<file path="config.mk">
export PLATFORM = sky130hd
export DESIGN_NAME = dvfc_queue
export DESIGN_NICKNAME = d
export VERILOG_FILES = /design/src/rtl/dvfc_pkg.sv /design/src/rtl/dvfc_queue.sv
export SDC_FILE = /design/constraint.sdc
export NUM_CORES = 1
export LEC_CHECK = 0
export ABC_AREA = 1
export BUFFER_PORTS_ARGS = -buffer_cell sky130_fd_sc_hd__buf_2
export CORE_UTILIZATION = 37
export DETAILED_ROUTE_END_ITERATION = 10
export GPL_TIMING_DRIVEN = 0
export SLEW_MARGIN = 20
export SYNTH_ARGS = -nofsm -noshare
export SYNTH_HDL_FRONTEND = slang
export SYNTH_SLANG_ARGS = --single-unit
</file>
<file path="constraint.sdc">
create_clock -name i_clk -period 6.1 [get_ports i_clk]
set_clock_uncertainty 0.1 [all_clocks]
set_input_delay 0.915 -clock i_clk [delete_from_list [all_inputs] [get_ports i_clk]]
set_output_delay 0.915 -clock i_clk [all_outputs]
set_load 0.01 [all_outputs]
</file>
<file path="src/rtl/dvfc_pkg.sv">
// types and constants of the dipole voltage fit cost block
package dvfc_pkg;

    localparam int COORD_W  = 24;
    localparam int MAG_W    = 24;
    localparam int SQ_W     = 48;
    localparam int R2_W     = 50;
    localparam int SN_W     = 51;
    localparam int VOLT_W   = 32;
    localparam int COST_W   = 64;
    localparam int GAIN_W   = 53;
    localparam int WIDE_W   = 256;
    localparam int MPL_W    = 128;
    localparam int DEN_W    = WIDE_W + COST_W;
    localparam int QUO_W    = 64;
    localparam int SREM_W   = 34;
    localparam int STEP_W   = 7;
    localparam int SHIFT_A  = 16;

    localparam logic [GAIN_W-1:0] GAIN_RESET = 53'd5576300000000000;
    localparam logic [STEP_W-1:0] DIV_FIRST  = 7'd64;
    localparam logic [STEP_W-1:0] SQRT_FIRST = 7'd31;

    typedef struct packed {
        logic [MAG_W-1:0]  mag_x;
        logic [MAG_W-1:0]  mag_y;
        logic [MAG_W-1:0]  mag_z;
        logic [VOLT_W-1:0] meas;
        logic              last;
    } t_item;

    typedef struct packed {
        logic              start;
        logic [WIDE_W-1:0] mcand;
        logic [MPL_W-1:0]  mplier;
    } t_mul_req;

    typedef struct packed {
        logic              done;
        logic [WIDE_W-1:0] product;
    } t_mul_rsp;

    typedef struct packed {
        logic  valid;
        t_item item;
    } t_q_out;

endpackage

</file>
<file path="src/rtl/dvfc_queue.sv">
// two-entry queue between front and back
module dvfc_queue import dvfc_pkg::*; (
    input  logic   i_clk,
    input  logic   i_rst_n,
    input  logic   i_push,
    input  t_item  i_item,
    output logic   o_full,
    input  logic   i_pop,
    output t_q_out o_q
);

    t_item      r_slot [2];
    logic       r_wp;
    logic       r_rp;
    logic [1:0] r_cnt;
    logic       do_push;
    logic       do_pop;

    assign o_full  = (r_cnt == 2'd2);
    assign do_push = i_push && !o_full;
    assign do_pop  = i_pop && (r_cnt != 2'd0);

    always_ff @(posedge i_clk) begin
        if (!i_rst_n) begin
            r_wp  <= 1'b0;
            r_rp  <= 1'b0;
            r_cnt <= 2'd0;
        end else begin
            if (do_push) begin
                r_wp <= !r_wp;
            end
            if (do_pop) begin
                r_rp <= !r_rp;
            end
            r_cnt <= r_cnt + {1'b0, do_push} - {1'b0, do_pop};
        end
    end

    always_ff @(posedge i_clk) begin
        if (do_push) begin
            r_slot[r_wp] <= i_item;
        end
    end

    assign o_q.valid = (r_cnt != 2'd0);
    assign o_q.item  = r_slot[r_rp];

endmodule

</file>
Word-level counts from Yosys, hierarchy flattened

Memory sizes are Yosys's and may differ from the RTL's. A register that Yosys moved wholly into a read port is not among the register bits.
Cells that the tools add are included.

Eq/ne operators: 1
$add $sub $neg: 2
Reductions and logical operators: 6
Multiplexer cells: 4

Operators by type and width:

| cell                                        | count |
|---|---|
| 1-bit 2-to-1 mux                            | 4 |
| 1-bit zero test                             | 3 |
| 2-bit by 1-bit adder with 2-bit output      | 1 |
| 2-bit == test, second input constant        | 1 |
| 1-bit logical AND                           | 2 |
| 2-bit nonzero test                          | 1 |
| 2-bit by 1-bit subtractor with 2-bit output | 1 |

Memory bits (writable): 210
Bits in registers: 4
Memories kept: 1
Output and inout port bits: 107

Memory list:

| memory | depth | bits a word | read ports | clocked after Yosys merged registers in | wr ports | line             | RTL |
|---|---|---|---|---|---|---|---|
| r_slot | 2     | 105         | 1          | 1                                       | 1        | dvfc_queue.sv:12 | `t_item r_slot [2];` |

Longest topological paths before layout

Depth in word-level cells: 5
Gate-level depth with buffers: 11

Least setup slack after synthesis

Ideal clock, no wire load.

Path type: input to register
Start point: input i_push
End point: memory r_slot[0][0] (netlist bit) (enable)
Arrival time: 5.352 ns
Stages on the path: 2
Setup slack: 0.079 ns
Setup time: 0.569 ns
Cells stage by stage: nand2_1 -> nor2_1

Word-level cells in the longest chain between the ends: 3

RTL lines:

| item                                   | line             | RTL |
|---|---|---|
| start, declared                        | dvfc_queue.sv:5  | `input logic i_push,` |
| 1-bit logical AND                      | dvfc_queue.sv:20 | `assign do_push = i_push && !o_full;` |
| 1-bit 2-to-1 mux                       | dvfc_queue.sv:40 | `if (do_push) begin` |
| 1-bit 2-to-1 mux (implied by the code) | dvfc_queue.sv:41 | `r_slot[r_wp] <= i_item;` |
| end, declared                          | dvfc_queue.sv:12 |  |

Every way passes these cells.

==> flow_summary.ini <==
[power_and_ir_drop]
p_leak_nw = 4.00
powerDensity_mw_per_mm2 = 413
vdd_drop_max_mv = 0.236

[clock_network]
cts_tree = yes
htreeDepth = 1
clkTransAtPathRegs_ns = 0.05
post_cts_buffers = 0
ctsRootBufferMaster = clkbuf_16
cts_resized = 0
clock_sinks = 215
clk_latency_ns = 0.49
postCtsHoldBufs = 0
numCtsBuffers = 23
clock_path_buffers = 3

[setup_path]
endpoint_kind = primary output
worstPathCellList = buf_6 > buf_8 > buf_12 > mux2_4 > buf_2
max_stage_delay_ns = 0.32
crit_required_ns = 5.08
reg2regPathDepth = 7
worstSetupPathType = flop to primary output
cp.arrival_ns = 1.77
endpoint = o_q[89]
critPathMaxFanout = 10
r2r_slack_ns = 3.99
worst_setup_path_start_kind = flop
r2r-end = r_slot[0][83]
r2r_start = r_cnt[0]
worst_path_max_delay_cell = dfxtp_1

[cells_and_area]
syn_to_final_growth_pct = 28.2
fin_nets = 721
fillerInstances = 1805
layout-drive-gt1-share = 0.591
fin_cells = 899
fin_area_mm2 = 0.0103

[yosys]
synth_top_cell_by_area = edfxtp_1
ys_types = 14
syn-num-nets = 475
yosys_warnings = 0
synthTopCellsByArea = edfxtp_1, mux2_4, mux2_2
syn-cell-area_mm2 = 0.00807
syn_inst = 364
ys_seq_elements = 215
syn_area_per_cell_um2 = 22.2
synth_top_area_frac = 0.781
synth_seq_area_share = 0.794

[timing]
timing.final.crit_share = 0.456
fmax_mhz = 360
fin_crit_ns = 2.78
slew-limit-headroom = 0.633
setup_viol = 0
slew_viol_final = 0
worst_slack_ns = 3.32
finalHoldViolations = 0
tns_ns = 0
rsz0062_at_grt = no
tightest_slew_ns = 0.550

[global_routing]
grt_first_pass_wirelength_mm = 22.5
first_global_vias = 4411
grt.met2_usage = 0.222
antenna_found_initial = 1
track_usage = 0.129
grtUsageMet3 = 0.0393
overflow = 0
grt_max_degree = 55
top_usage_layer = met2
grtUsageMet1 = 0.154

[route]
wire_per_inst_um = 16.6
drt_iter0_drc = 165
final_antenna_net_count = 0
firstDrtPassIters = 4
drc_errors = 0
routed_wl_mm = 14.9
via_count = 4115
viasPerCell = 4.58

[die]
start_util = 0.380
coreArea_mm2 = 0.0212
row_count = 53
die_x_um = 150
die_area_mm2 = 0.0224
ioPinCount = 216
fp.dieH_um = 150

[placed_design]
placed_cells = 860
globalplace.congestion = 0.734
dpl_cell_area_mm2 = 0.00965
dp_hpwl_mm = 10.2
place_ws_ns = 3.51
io_buffers = 215

[outcome]
status = finished clean

[job]
drv_cap = 0

[min_path]
hold_class = flop to flop
-- kinds of logic (layout without fill, tap and decap cells) --
kind of cell / Yosys count / count (layout) / synth area share
adder cells (fa/ha/maj): 2 / 2 / 0.00310
AO/OA/AOI/OAI: 2 / 2 / 0.00124
buffers and inverters: 20 / 279 / 0.0225
flip-flops: 215 / 215 / 0.794
multiplexers: 105 / 105 / 0.170
AND/OR/NAND/NOR: 20 / 20 / 0.00977
other: 0 / 1 / 0
-- metrics by stage --
step / power (mW) / hold WS [ns] / util
floorplan: 2.64 / 0.367 / -
global placement: 3.01 / 0.385 / 0.447
detailed placement: 3.05 / 0.394 / 0.455
CTS: 4.35 / 0.421 / 0.487
global route: 4.48 / 0.482 / 0.487
finish: 4.28 / 0.433 / 0.487
-- worst max-delay path: cells and delay by family (launching register included) --
family / cells / cell delay (ns)
DFF: 1 / 0.32
muxes: 1 / 0.31
buffers and inverters: 4 / 0.65
-- layout make-up --
class / instances / area [um^2] / share of cell area
tap: 275 / 344 / 0.0333
antenna: 1 / 2.50 / 0.000242
clock buffer: 28 / 594 / 0.0575
timing repair buffer: 221 / 1220 / 0.118
clock inverter: 10 / 97.6 / 0.00944
multi-input combinational: 129 / 1490 / 0.144
sequential: 215 / 6410 / 0.619
inverter: 8 / 35.0 / 0.00339
buffer: 12 / 151 / 0.0146
-- sequential cells by signal (all words and copies together) (netlist names), named ones only --
| name | flops |
|---|---|
| r_slot | 210 |
| r_cnt | 2 |
| r_rp | 1 |
| r_wp | 1 |
-- per-layer routing --
layer,share of wire,vias up
met5,0,-
met4,0.019,0
met3,0.090,28
met2,0.50,166
met1,0.39,1998
li1,-,1923
-- synth_stat cells --
library cell and count:
buf_8 1, edfxtp_1 210, mux2_4 50, nand2_1 9
buf_6 1, inv_1 8, a21oi_1 2, buf_12 5
nand3_1 3, dfxtp_1 5, mux2_2 55, nor2_1 8
buf_2 5, ha_1 2
-- where the power goes --
group          leakage [nW]  switching, mW  total [mW]  internal, mW
logic                  1.66          0.537        1.08         0.542
registers              2.00         0.0492        1.92          1.87
clock network         0.337          0.511        1.28         0.770
-- layout by cell type (no fill, tap or decap) --
| cell type | Yosys | routed |
|---|---|---|
| clkbuf_16 | 0 | 23 |
| buf_6 | 1 | 1 |
| nand3_1 | 3 | 3 |
| dfxtp_1 | 5 | 5 |
| clkinv_4 | 0 | 1 |
| nand2_1 | 9 | 9 |
| clkinv_1 | 0 | 5 |
| mux2_4 | 50 | 50 |
| buf_2 | 5 | 220 |
| inv_6 | 0 | 1 |
| mux2_2 | 55 | 55 |
| nor2_1 | 8 | 7 |
| clkbuf_1 | 0 | 5 |
| buf_8 | 1 | 2 |
| diode_2 | 0 | 1 |
| nor2_4 | 0 | 1 |
| bufinv_16 | 0 | 2 |
| ha_1 | 2 | 2 |
| a21oi_1 | 2 | 2 |
| clkinv_2 | 0 | 2 |
| edfxtp_1 | 210 | 210 |
| buf_12 | 5 | 6 |
| buf_16 | 0 | 4 |
| inv_1 | 8 | 7 |
-- worst min-delay path by stage --
stage | start | endpoint | depth (start not counted)
floorplan | r_rp | flop | 2
global placement | r_rp | r_rp | 2
detailed placement | r_rp | flop | 2
CTS | r_rp | flop | 2
global route | i_item[41] | r_slot[1][41] | 1
finish | r_rp | flop | 2
(Power assumes the default switching activity.)
