### src/rtl/dvfc_pkg.sv
// types and constants of the dipole voltage fit cost block
package dvfc_pkg;

    localparam int COORD_W  = 24;
    localparam int MAG_W    = 24;
    localparam int SQ_W     = 48;
    localparam int R2_W     = 50;
    localparam int SN_W     = 51;
    localparam int VOLT_W   = 32;
    localparam int COST_W   = 64;
    localparam int GAIN_W   = 53;
    localparam int WIDE_W   = 256;
    localparam int MPL_W    = 128;
    localparam int DEN_W    = WIDE_W + COST_W;
    localparam int QUO_W    = 64;
    localparam int SREM_W   = 34;
    localparam int STEP_W   = 7;
    localparam int SHIFT_A  = 16;

    localparam logic [GAIN_W-1:0] GAIN_RESET = 53'd5576300000000000;
    localparam logic [STEP_W-1:0] DIV_FIRST  = 7'd64;
    localparam logic [STEP_W-1:0] SQRT_FIRST = 7'd31;

    typedef struct packed {
        logic [MAG_W-1:0]  mag_x;
        logic [MAG_W-1:0]  mag_y;
        logic [MAG_W-1:0]  mag_z;
        logic [VOLT_W-1:0] meas;
        logic              last;
    } t_item;

    typedef struct packed {
        logic              start;
        logic [WIDE_W-1:0] mcand;
        logic [MPL_W-1:0]  mplier;
    } t_mul_req;

    typedef struct packed {
        logic              done;
        logic [WIDE_W-1:0] product;
    } t_mul_rsp;

    typedef struct packed {
        logic  valid;
        t_item item;
    } t_q_out;

endpackage

### src/rtl/dvfc_mul.sv
// shift-add multiplier, one multiplier bit per cycle, stops when the rest is zero
module dvfc_mul import dvfc_pkg::*; (
    input  logic     i_clk,
    input  logic     i_rst_n,
    input  t_mul_req i_req,
    output t_mul_rsp o_rsp
);

    logic              r_busy;
    logic [WIDE_W-1:0] r_acc;
    logic [WIDE_W-1:0] r_mcand;
    logic [MPL_W-1:0]  r_mplier;
    logic              finish;

    assign finish = r_busy && (r_mplier == '0);

    always_ff @(posedge i_clk) begin
        if (!i_rst_n) begin
            r_busy <= 1'b0;
        end else if (!r_busy && i_req.start) begin
            r_busy <= 1'b1;
        end else if (finish) begin
            r_busy <= 1'b0;
        end
    end

    always_ff @(posedge i_clk) begin
        if (!r_busy && i_req.start) begin
            r_acc    <= '0;
            r_mcand  <= i_req.mcand;
            r_mplier <= i_req.mplier;
        end else if (r_busy && !finish) begin
            if (r_mplier[0]) begin
                r_acc <= r_acc + r_mcand;
            end
            r_mcand  <= {r_mcand[WIDE_W-2:0], 1'b0};
            r_mplier <= {1'b0, r_mplier[MPL_W-1:1]};
        end
    end

    assign o_rsp.done    = finish;
    assign o_rsp.product = r_acc;

endmodule

### config.mk
export PLATFORM = sky130hd
export DESIGN_NAME = dvfc_mul
export DESIGN_NICKNAME = d
export VERILOG_FILES = /design/src/rtl/dvfc_pkg.sv /design/src/rtl/dvfc_mul.sv
export SDC_FILE = /design/constraint.sdc
export NUM_CORES = 2
export LEC_CHECK = 0
export BUFFER_PORTS_ARGS = -buffer_cell sky130_fd_sc_hd__buf_2
export CORE_MARGIN = 8
export CORE_UTILIZATION = 45
export CTS_CLUSTER_SIZE = 25
export DETAILED_ROUTE_END_ITERATION = 10
export PLACE_DENSITY = 0.65
export SYNTH_ARGS = -nofsm -noshare
export SYNTH_HDL_FRONTEND = slang
export SYNTH_SLANG_ARGS = --single-unit
### constraint.sdc
create_clock -name i_clk -period 21.2 [get_ports i_clk]
set_clock_uncertainty 0.15 [all_clocks]
set_input_delay 1.06 -clock i_clk [delete_from_list [all_inputs] [get_ports i_clk]]
set_output_delay 1.06 -clock i_clk [all_outputs]
set_load 0.02 [all_outputs]
Word-level counts from Yosys, hierarchy flattened
Cells that the tools add are included.
- register bits after elaboration: 641
- bits in read-only memories: 0
- bits in latches: 0
- memories: 0
- word-level logic and storage cells: 20
- output and inout bits: 257
- memory bits (writable): 0
- divide/modulo/power cells: 0
- $lt $le $gt $ge: 0
- add/sub/neg operators: 1
- equal/unequal tests: 0
- bitwise logic cells: 0
- $mul: 0
- reduce and logical (&&, ||, !) cells: 9
- shift-type cells: 0
- multiplexer cells: 6
- operator list (kind ; number):
    256-bit 2-to-1 mux ; 2
    256-bit adder ; 1
    128-bit 2-to-1 mux ; 2
    128-bit logical NOT ; 1
    2-bit nonzero test ; 2
    1-bit logical AND ; 3
    1-bit logical NOT ; 2
    1-bit 2-to-1 mux ; 2
    2-bit AND reduction ; 1

Depth between registers and ports, before layout
- word-level depth: 6
- depth in mapped cells: 16
- mapped depth without buffers: 16

Worst setup path after synthesis
Ideal clock, no wire load.
- path type: input-to-reg
- start point: input port i_req[384] in the netlist's numbering
- end point: register r_mcand[0] (enable)
- arrival time: 7.853 ns
- path slack: 10.401 ns
- stages: 4
- library setup time: 2.796 ns
- required time: 18.254 ns
- cells stage by stage: nand2b_1 > clkbuf_1 > clkbuf_1 > nand2_1
- longest elaborated chain between the ends: 2
- RTL lines (item ; RTL line ; source):
    from (decl) ; dvfc_mul.sv:5 ; input t_mul_req i_req,
    1-bit logical AND ; dvfc_mul.sv:28 ; if (!r_busy && i_req.start) begin
    2-bit nonzero test (no line) ; -- ;
    to (signal assigned) ; dvfc_mul.sv:30 ; r_mcand <= i_req.mcand;
    to (signal assigned) ; dvfc_mul.sv:36 ; r_mcand <= {r_mcand[WIDE_W-2:0], 1'b0};
    to (decl) ; dvfc_mul.sv:11 ; logic [WIDE_W-1:0] r_mcand;
Every way passes these cells.
A chain may end at the register's enable or synchronous reset.

Final worst setup path
- start point: register r_mcand[0]
- end point: register r_acc[132]
- longest elaborated chain between the ends: 1
- RTL lines (item ; RTL line ; source):
    256-bit adder ; dvfc_mul.sv:34 ; r_acc <= r_acc + r_mcand;
    to (signal assigned) ; dvfc_mul.sv:34 ;
    to (decl) ; dvfc_mul.sv:10 ; logic [WIDE_W-1:0] r_acc;
Every way passes these cells.

==> summary.txt <==
STA
  • Worst-case headroom to the max-slew limit: between 20% and 30%
  • Final Max Tran Viols: 0
  • RSZ-0062 raised after global routing: false
  • Crit path time final: between 6 and 7 ns
  • Worst slew pin tran: between 1 and 1.5 ns
  • Final worst slack: approximately 15 ns
  • FMAX: around 160 MHz
  • Setup tns final: 0 ns
  • Final period util: 30.40%
  • # setup viols final: 0
  • Final hold vios: 0

Synthesis
  • Most frequent cells after synthesis: nand2_1 (1872), a21oi_1 (665), edfxtp_1 (384)
  • Most frequent cell after synthesis: nand2_1
  • Top cell type by total area after synthesis: edfxtp_1
  • Sequential fraction of the synthesis area: 37.93%
  • #FFs+latches synth: 641
  • Synth cell types: 93
  • Number of synthesized flops with an enable pin: around 380
  • Syn Nets: ~6400
  • Post-Syn Area: between 40000 and 50000 um2
  • Post-synth ARST share: 0%
  • Yosys top cell area share: approximately a quarter
  • Top_reg_cell synth: edfxtp_1
  • Gate Count Post-Synth: between 5000 and 6000
  • Avg Inst Size Synth: ~7.6 um2
  • Top post-synthesis cells by area: edfxtp_1 (26%), nand2_1 (16%), dfxtp_1 (12%)
  • YS warnings: 0

Pwr
  • Sw Ratio: roughly two fifths
  • Power share of the clock group: between 20% and 30%
  • Cell Pwr Density: 102.8 nW/um2
  • Reg power frac: approximately a third
  • P_leak: ~22 nW
  • Sw power: roughly 0.0021 W
  • Internal power: around 0.0030 W
  • Comb power frac: about two fifths
  • Worst vdd ir: 0.00007513 V

Final layout
  • NumNets Final: 6840
  • P&R area growth vs syn: 14.71%
  • Final std cells w/o fill: 7545
  • Fill cell count: approximately 9600
  • Fraction of layout cells with a size suffix above 1: between 10 and 15%

Floorplan
  • Die area: around 110000 um2
  • Die width: roughly 330 um
  • Chip Height: roughly 330 um
  • Starting Density: roughly 45%
  • I/O pin cnt: around 640
  • Row cnt: around 110
  • Core box area: between 90000 and 100000 um2

Clock network
  • Clk sinks: about 640
  • Post-CTS Setup Inserts: 0
  • Clock buffer count from CTS: 78
  • CTS Hold Buffers Added: 0
  • Worst-skew pair later-pin latency: 0.68 ns
  • CTS resizes: 0
  • CTS tree: yes
  • H-tree levels: 3
  • Max Root-Sink Buffers: 3
  • Root Driver: clkbuf_16
  • Reg clk slew, reported paths: 0.06 ns

Global routing
  • Overflow after GRT: 0
  • Initial antenna violation count: 10
  • Largest net degree at the start of global routing: 222
  • GR Util All Layers: a little under a third
  • Global-route wire length before repair: roughly 260000 um
  • Vias in the first global route: 42047

Critical path
  • Critical path fanouts, max: 4
  • Reg2Reg Setup Slack: about 15 ns
  • Kind of critical path: register to register
  • Crit end category: register
  • Setup crit start: r_mcand[0]
  • R2r startpoint: r_mcand[0]
  • R2R depth: 16
  • Critical Path RT: approximately 22 ns
  • CP arrival: just under 7 ns
  • CP Launch Type: register

Hold path
  • Worst min-delay path category: register to register
  • Min-delay src: r_acc[117]
  • Hold Crit Depth: 2

Place
  • DPL Wire Length: 141800 um
  • Placed Cells: 7393
  • Place WS: approximately 15 ns
  • Number of port buffers: roughly 640
  • RePlAce Congestion: around 1

Routing
  • DRC Markers: 0
  • Wire per inst: 23.69 um
  • Initial drt markers: between 4000 and 5000
  • Vias per cell: slightly below 6
  • Via count: about 44000
  • ANT nets after route: 0
  • Detailed Routing Iterations Pass 1: 6
  • WL final: 178800 um

Run status
  • Status: completed

Run
  • Max-cap violations: 0
power groups by stage:
stage	clock (W)	combinational [W]	sequential (W)
2_1_floorplan	0	0.00128	0.00182
5_1_grt	0.00145	0.00224	0.00175
6_report	0.00139	0.00207	0.00173
3_5_place_dp	0	0.00202	0.00175
3_3_place_gp	0	0.00202	0.00174
4_1_cts	0.00141	0.00203	0.00172
state kept, by name, indices dropped and copies added (netlist names):
signal,flops
r_busy,1
r_mcand,256
r_acc,256
r_mplier,128
placed cells by master (no fill, tap or decap), types with 20 or more instances in the layout:
cell type,instances
a211oi_1,21
a21o_1,112
a21oi_1,665
a31oi_1,26
buf_2,643
buf_4,23
clkbuf_1,20
clkbuf_16,80
dfxtp_1,257
edfxtp_1,384
ha_1,255
inv_1,97
nand2_1,1870
nand2b_1,28
nand3_1,33
nand4_1,170
nor2_1,348
nor3_1,71
nor4_1,53
o211ai_1,20
o21a_1,33
o21ai_0,355
o21ai_1,21
o21bai_1,104
o31ai_1,24
or3_1,21
xnor2_1,151
xor2_1,88
critical path: stages, from the launching register on:
cell	delay, ns
edfxtp_1	0.41
ha_1	0.25
fa_1	0.42
a21o_1	0.23
a31o_2	0.26
a21oi_1	0.31
nand2_1	0.17
a41oi_1	0.59
nor2_1	0.18
a31oi_1	0.68
o21ai_0	0.47
a21oi_1	0.64
o31ai_1	0.34
a31oi_1	0.60
o21ai_0	0.24
and3_1	0.23
nor3_1	0.17
path summary, 6_finish.rpt:
check               end
max          r_acc[132]
min          r_acc[117]
max reg2reg  r_acc[132]
min reg2reg  r_acc[117]
per-stage QoR:
step / hold slack (ns) / area [um2] / total power [W] / util [%]
final: 0.3188 / 50430 / 0.005185 / 52.15
after global routing: 0.3391 / 50410 / 0.005440 / 52.13
after detailed placement: 0.3103 / 47790 / 0.003769 / 49.42
after global placement: 0.3041 / 47790 / 0.003761 / 49.42
after CTS: 0.3186 / 50410 / 0.005171 / 52.13
after floorplan: 0.3361 / 43960 / 0.003106 / -
layer usage:
metal | routed length [um] | global-route usage [%]
met4 | 7233 | 11.19
met2 | 80660 | 50.09
met1 | 75170 | 40.90
met3 | 15660 | 7.781
met5 | 42 | 0
final cells by class:
cell class | instances | area (um2) | area share, %
multi-input combinational | 4711 | 25730 | 51.01
sequential | 641 | 16680 | 33.07
timing repair buffer | 668 | 3431 | 6.803
clock buffer | 113 | 2256 | 4.473
tap | 1276 | 1597 | 3.166
inverter | 97 | 364.1 | 0.7220
clock inverter | 30 | 360.3 | 0.7145
antenna | 9 | 22.52 | 0.04466
cells by family (layout without fill, tap and decap cells):
family | count (synthesis) | count (layout) | share of synthesized area [%]
other | 0 | 9 | 0
muxes | 2 | 2 | 0.04554
and+or+nand+nor | 2694 | 2694 | 25.65
DFF | 641 | 641 | 37.93
AOI/OAI and AO/OA | 1520 | 1520 | 20.65
buffers and inverters | 409 | 908 | 3.657
xor gates and xnor gates | 239 | 239 | 4.761
adders and majority gates | 256 | 256 | 7.303
Power figures use the tool's default switching activity.
