`src/rtl/dvfc_pkg.sv`:
```
// types and constants of the dipole voltage fit cost block
package dvfc_pkg;

    localparam int COORD_W  = 24;
    localparam int MAG_W    = 24;
    localparam int SQ_W     = 48;
    localparam int R2_W     = 50;
    localparam int SN_W     = 51;
    localparam int VOLT_W   = 32;
    localparam int COST_W   = 64;
    localparam int GAIN_W   = 53;
    localparam int WIDE_W   = 256;
    localparam int MPL_W    = 128;
    localparam int DEN_W    = WIDE_W + COST_W;
    localparam int QUO_W    = 64;
    localparam int SREM_W   = 34;
    localparam int STEP_W   = 7;
    localparam int SHIFT_A  = 16;

    localparam logic [GAIN_W-1:0] GAIN_RESET = 53'd5576300000000000;
    localparam logic [STEP_W-1:0] DIV_FIRST  = 7'd64;
    localparam logic [STEP_W-1:0] SQRT_FIRST = 7'd31;

    typedef struct packed {
        logic [MAG_W-1:0]  mag_x;
        logic [MAG_W-1:0]  mag_y;
        logic [MAG_W-1:0]  mag_z;
        logic [VOLT_W-1:0] meas;
        logic              last;
    } t_item;

    typedef struct packed {
        logic              start;
        logic [WIDE_W-1:0] mcand;
        logic [MPL_W-1:0]  mplier;
    } t_mul_req;

    typedef struct packed {
        logic              done;
        logic [WIDE_W-1:0] product;
    } t_mul_rsp;

    typedef struct packed {
        logic  valid;
        t_item item;
    } t_q_out;

endpackage

```
`src/rtl/dvfc_in_if.sv`:
```
// input channel: one anchor word per handshake
interface dvfc_in_if import dvfc_pkg::*; ();
    logic                      valid;
    logic                      ready;
    logic signed [COORD_W-1:0] anchor_x;
    logic signed [COORD_W-1:0] anchor_y;
    logic signed [COORD_W-1:0] anchor_z;
    logic signed [COORD_W-1:0] point_x;
    logic signed [COORD_W-1:0] point_y;
    logic signed [COORD_W-1:0] point_z;
    logic [VOLT_W-1:0]         measured_voltage;
    logic                      last_anchor;

    modport source (
        output valid, anchor_x, anchor_y, anchor_z, point_x, point_y, point_z,
               measured_voltage, last_anchor,
        input  ready
    );
    modport sink (
        input  valid, anchor_x, anchor_y, anchor_z, point_x, point_y, point_z,
               measured_voltage, last_anchor,
        output ready
    );
endinterface

```
`src/rtl/dvfc_front.sv`:
```
// front end: takes anchor words and reduces them to distance magnitudes
module dvfc_front import dvfc_pkg::*; (
    dvfc_in_if.sink i_in,
    input  logic    i_full,
    output logic    o_push,
    output t_item   o_item
);

    logic signed [COORD_W:0] dx, dy, dz;
    logic signed [COORD_W:0] nx, ny, nz;

    always_comb begin
        dx = {i_in.anchor_x[COORD_W-1], i_in.anchor_x} - {i_in.point_x[COORD_W-1], i_in.point_x};
        dy = {i_in.anchor_y[COORD_W-1], i_in.anchor_y} - {i_in.point_y[COORD_W-1], i_in.point_y};
        dz = {i_in.anchor_z[COORD_W-1], i_in.anchor_z} - {i_in.point_z[COORD_W-1], i_in.point_z};
        nx = -dx;
        ny = -dy;
        nz = -dz;
    end

    // only magnitudes matter from here on
    always_comb begin
        o_item.mag_x = dx[COORD_W] ? nx[MAG_W-1:0] : dx[MAG_W-1:0];
        o_item.mag_y = dy[COORD_W] ? ny[MAG_W-1:0] : dy[MAG_W-1:0];
        o_item.mag_z = dz[COORD_W] ? nz[MAG_W-1:0] : dz[MAG_W-1:0];
        o_item.meas  = i_in.measured_voltage;
        o_item.last  = i_in.last_anchor;
    end

    assign i_in.ready = !i_full;
    assign o_push     = i_in.valid && !i_full;

endmodule

```
`src/flat_wrapper.sv`:
```
// flat-port wrapper written by rule: the top's interface ports become plain ports
module dvfc_front_flat import dvfc_pkg::*;
  (i_full, o_push, o_item, i_in_valid, i_in_anchor_x, i_in_anchor_y, i_in_anchor_z, i_in_point_x, i_in_point_y, i_in_point_z, i_in_measured_voltage, i_in_last_anchor, i_in_ready);
  dvfc_in_if i_in_i ();
  input  logic i_full;
  output logic o_push;
  output t_item o_item;
  input wire logic [$bits(i_in_i.valid)-1:0] i_in_valid;
  input wire logic [$bits(i_in_i.anchor_x)-1:0] i_in_anchor_x;
  input wire logic [$bits(i_in_i.anchor_y)-1:0] i_in_anchor_y;
  input wire logic [$bits(i_in_i.anchor_z)-1:0] i_in_anchor_z;
  input wire logic [$bits(i_in_i.point_x)-1:0] i_in_point_x;
  input wire logic [$bits(i_in_i.point_y)-1:0] i_in_point_y;
  input wire logic [$bits(i_in_i.point_z)-1:0] i_in_point_z;
  input wire logic [$bits(i_in_i.measured_voltage)-1:0] i_in_measured_voltage;
  input wire logic [$bits(i_in_i.last_anchor)-1:0] i_in_last_anchor;
  output wire logic [$bits(i_in_i.ready)-1:0] i_in_ready;
  assign i_in_i.valid = i_in_valid;
  assign i_in_i.anchor_x = i_in_anchor_x;
  assign i_in_i.anchor_y = i_in_anchor_y;
  assign i_in_i.anchor_z = i_in_anchor_z;
  assign i_in_i.point_x = i_in_point_x;
  assign i_in_i.point_y = i_in_point_y;
  assign i_in_i.point_z = i_in_point_z;
  assign i_in_i.measured_voltage = i_in_measured_voltage;
  assign i_in_i.last_anchor = i_in_last_anchor;
  assign i_in_ready = i_in_i.ready;
  dvfc_front u_core (.i_in(i_in_i), .i_full(i_full), .o_push(o_push), .o_item(o_item));
endmodule
```
`config.mk`:
```
export PLATFORM = sky130hd
export DESIGN_NAME = dvfc_front_flat
export DESIGN_NICKNAME = d
export VERILOG_FILES = /design/src/rtl/dvfc_pkg.sv /design/src/rtl/dvfc_in_if.sv /design/src/rtl/dvfc_front.sv /design/src/flat_wrapper.sv
export SDC_FILE = /design/constraint.sdc
export NUM_CORES = 1
export LEC_CHECK = 0
export BUFFER_PORTS_ARGS = -buffer_cell sky130_fd_sc_hd__buf_2
export CAP_MARGIN = 20
export CORE_MARGIN = 1
export CORE_UTILIZATION = 35
export DETAILED_ROUTE_END_ITERATION = 8
export GPL_ROUTABILITY_DRIVEN = 0
export GPL_TIMING_DRIVEN = 0
export MAX_ROUTING_LAYER = met4
export PLACE_DENSITY = 0.63
export SETUP_SLACK_MARGIN = 0.05
export SYNTH_ARGS = -nofsm -noshare
export SYNTH_HDL_FRONTEND = slang
export SYNTH_SLANG_ARGS = --single-unit
```
`constraint.sdc`:
```
create_clock -name vclk -period 4.3
set_input_delay 0 -clock vclk [all_inputs]
set_output_delay 0 -clock vclk [all_outputs]
set_load 0.005 [all_outputs]
```
### Yosys cells after proc, flatten, opt, wreduce, memory -nomap -nowiden

Index checks and enable logic that the tools add are counted.

| word-level totals | value |
|---|---|
| word-level logic and storage cells | 11 |
| register bits | 0 |
| input bits | 179 |

| cells by class | value |
|---|---|
| reductions and logical operators | 2 |
| add/sub/neg operators | 6 |
| muxes and demuxes | 3 |

Operator list:

| kind | number |
|---|---|
| $sub 24x24->25 | 3 |
| $mux 24 | 3 |
| $neg 24->24 | 3 |
| $logic_and 1x1->1 | 1 |
| $logic_not 1->1 | 1 |

### Depth between registers and ports, before layout

| logic depth | value |
|---|---|
| depth in word-level cells | 3 |
| mapped depth | 14 |

### Worst setup path after synthesis

OpenSTA, ideal clock, no wires.

| path | value |
|---|---|
| path type | input-to-output |
| start point | in i_in_anchor_z[0] |
| end point | out o_item[56] (netlist bit) |
| data arrival time | 2.917 ns |
| slack | 1.383 ns |
| stages | 13 |
| cell sequence | inv_1 > ha_1 > inv_1 > fa_1 > a21o_1 > a2111o_1 > a21o_1 > xor2_2 > nor4b_4 > nand3_2 > or3_1 > o311ai_1 > xnor2_1 |

RTL lines:

| what | line | text |
|---|---|---|
| start, declared | flat_wrapper.sv:11 | `input wire logic [$bits(i_in_i.anchor_z)-1:0] i_in_anchor_z;` |
| end, declared | flat_wrapper.sv:7 | `output t_item o_item;` |

==> qor.csv <==
metric;value;unit
nets@finish;1444;
Yosys cell types;86;
DP Cell Count;1414;
vias in the first global route;6453;
Seq/Total Area, Yosys;0;
Synth area leaders;ha_1 (15%), xnor2_1 (11%), inv_1 (6.1%);
Total Routing Usage GR;0.196;
ANT nets after route;0;
Synth top area share;0.147;
Syn. warnings;0;
Seq pwr share;0;
Synth top cells by count;inv_1 (104), xnor2_1 (78), ha_1 (75);
Post-CTS Resized;0;
Slew Limit Fails;0;
sequential cell area;0;um2
Die ar.;18800;um2
WP data required;4.30;ns
largest net degree at the start of global routing;11;
Mapped Nets;1189;
Final Hold Viols;0;
sequential cell count;0;
I/O Pins;286;
first-pass GRT wire length;29900;um
outcome;complete, no violations;
met2 wire len;8940;um
postcts setup bufs;0;
Post-Route WL;18800;um
Sw Ratio;0.543;
Synth Cell Area;6380;um2
Initial Utilization;0.356;
Clk network pwr share;0;
most instantiated library cell after synthesis;inv_1;
Die W;137;um
area grow syn2layout;24.4;%
dpl hpwl;16400;um
Place WS;0.767;ns
post-route insts no fill;1416;
CLK BUF;0;
Die Y-Extent;137;um
DR WL met3;865;um
Highest Signal Layer;met4;
final worst path period share;0.823;
RSZ-0062 raised after global routing;no;
Switching Power;0.843;mW
Post-Syn Instances;932;
M1 wire length;8750;um
fmax;0.283;GHz
Via-to-Cell Ratio;5.21;
layout cells sized above 1;0.278;
initial DRC count;325;
Max Cap Violations;0;
WS Path Type;in -> out;
row cnt;49;
antenna violations before repair;2;
Overflow after GRT;0;
Int Pwr;0.708;mW
DR DRC count;0;
Worst Path Max Fanout;5;
TritonRoute pass-1 iters;7;
combinational power share;1.000;
peak supply drop;117;uV
Final Util;0.443;
worst min path class;in -> out;
Final min period;3.54;ns
PnR worst setup slack;0.761;ns
CP Launch Type;input pin;
slew of the pin with the lowest slew margin;0.748;ns
Core ar.;17900;um2
Fillers;1928;
Leak;3.98;nW
endpoints failing setup;0;
Routed WL per cell;13.3;um
Max-slew headroom;0.489;
Setup crit end kind;primary output;
P per Cell Area;195;nW/um2
Vias;7377;
Post-Syn Area per Cell;6.85;um2
footprint of the multi-input gates;5630;um2
TNS Setup;0;ns
Post-CTS Hold Fix Bufs;0;
Yosys top cell by area;ha_1;
worst path arrival time;3.54;ns
Port Buffers;253;
-- power groups by stage --
stage	Clock (mW)	Combinational [mW]	Sequential, mW
after global placement	0	1.54	0
after CTS	0	1.55	0
final	0.0000000622	1.55	0
after detailed placement	0	1.55	0
after global routing	0.0000000622	1.73	0
after floorplan	0	1.03	0
-- layer usage --
layer | vias to the layer above | GRT usage
met5 | - | -
li1 | 3854 | -
met2 | 222 | 0.347
met3 | 14 | 0.00481
met1 | 3287 | 0.253
met4 | 0 | 0.0238
-- worst max-delay path, cell delays in order --
cell       delay [ns]
buf_2            0.09
inv_1            0.04
ha_1             0.14
inv_1            0.05
fa_1             0.39
a21o_1           0.21
a221oi_2         0.27
o21ai_0          0.16
xnor2_1          0.39
o2111ai_1        0.27
or4_1            0.65
and4bb_2         0.37
a41oi_1          0.15
xor2_1           0.20
buf_2            0.15
-- stage by stage --
stage               total power [mW]  hold WS [ns]  area (um2)
finish                          1.55         0.164        7940
global route                    1.73         0.169        7940
CTS                             1.55         0.165        7930
detailed placement              1.55         0.165        7930
global placement                1.54         0.165        7930
floorplan                       1.03        0.0265        6380
-- layout by cell type (no fill, tap or decap), types with 14 or more instances in the layout --
cell type	netlist	layout
and3_1	17	17
a21oi_1	59	59
nand3_1	16	16
nor2_1	72	72
buf_2	7	260
xor2_1	33	33
a211oi_1	19	19
o21ai_0	45	45
inv_1	104	104
nand2_1	61	61
xnor2_1	78	78
ha_1	75	75
nor3_1	23	23
buf_4	34	34
a21o_1	22	22
clkbuf_1	14	14
a31oi_1	15	15
-- path summary, 6_finish.rpt --
| kind | start | to | slack, ns | cells past startpoint |
|---|---|---|---|---|
| hold / removal | i_in_measured_voltage[12] | o_item[13] | 0.16 | 2 |
| setup / recovery | i_in_anchor_x[0] | o_item[104] | 0.76 | 15 |
-- area by class of cell --
type | count | area share
diodes | 2 | 0.000631
plain buffers | 57 | 0.0451
inverters | 104 | 0.0492
multi-input cells | 771 | 0.709
well taps | 229 | 0.0361
repair buffers | 253 | 0.160
-- cells by family after synthesis --
group / after synthesis / share of synthesized area
XOR/XNOR: 112 / 0.155
AND/OR/NAND/NOR: 293 / 0.248
AO/OA/AOI/OAI: 279 / 0.308
buffers and inverters: 161 / 0.117
multiplexers: 9 / 0.0147
adder cells (fa/ha/maj): 78 / 0.157
Power figures use the tool's default switching activity.
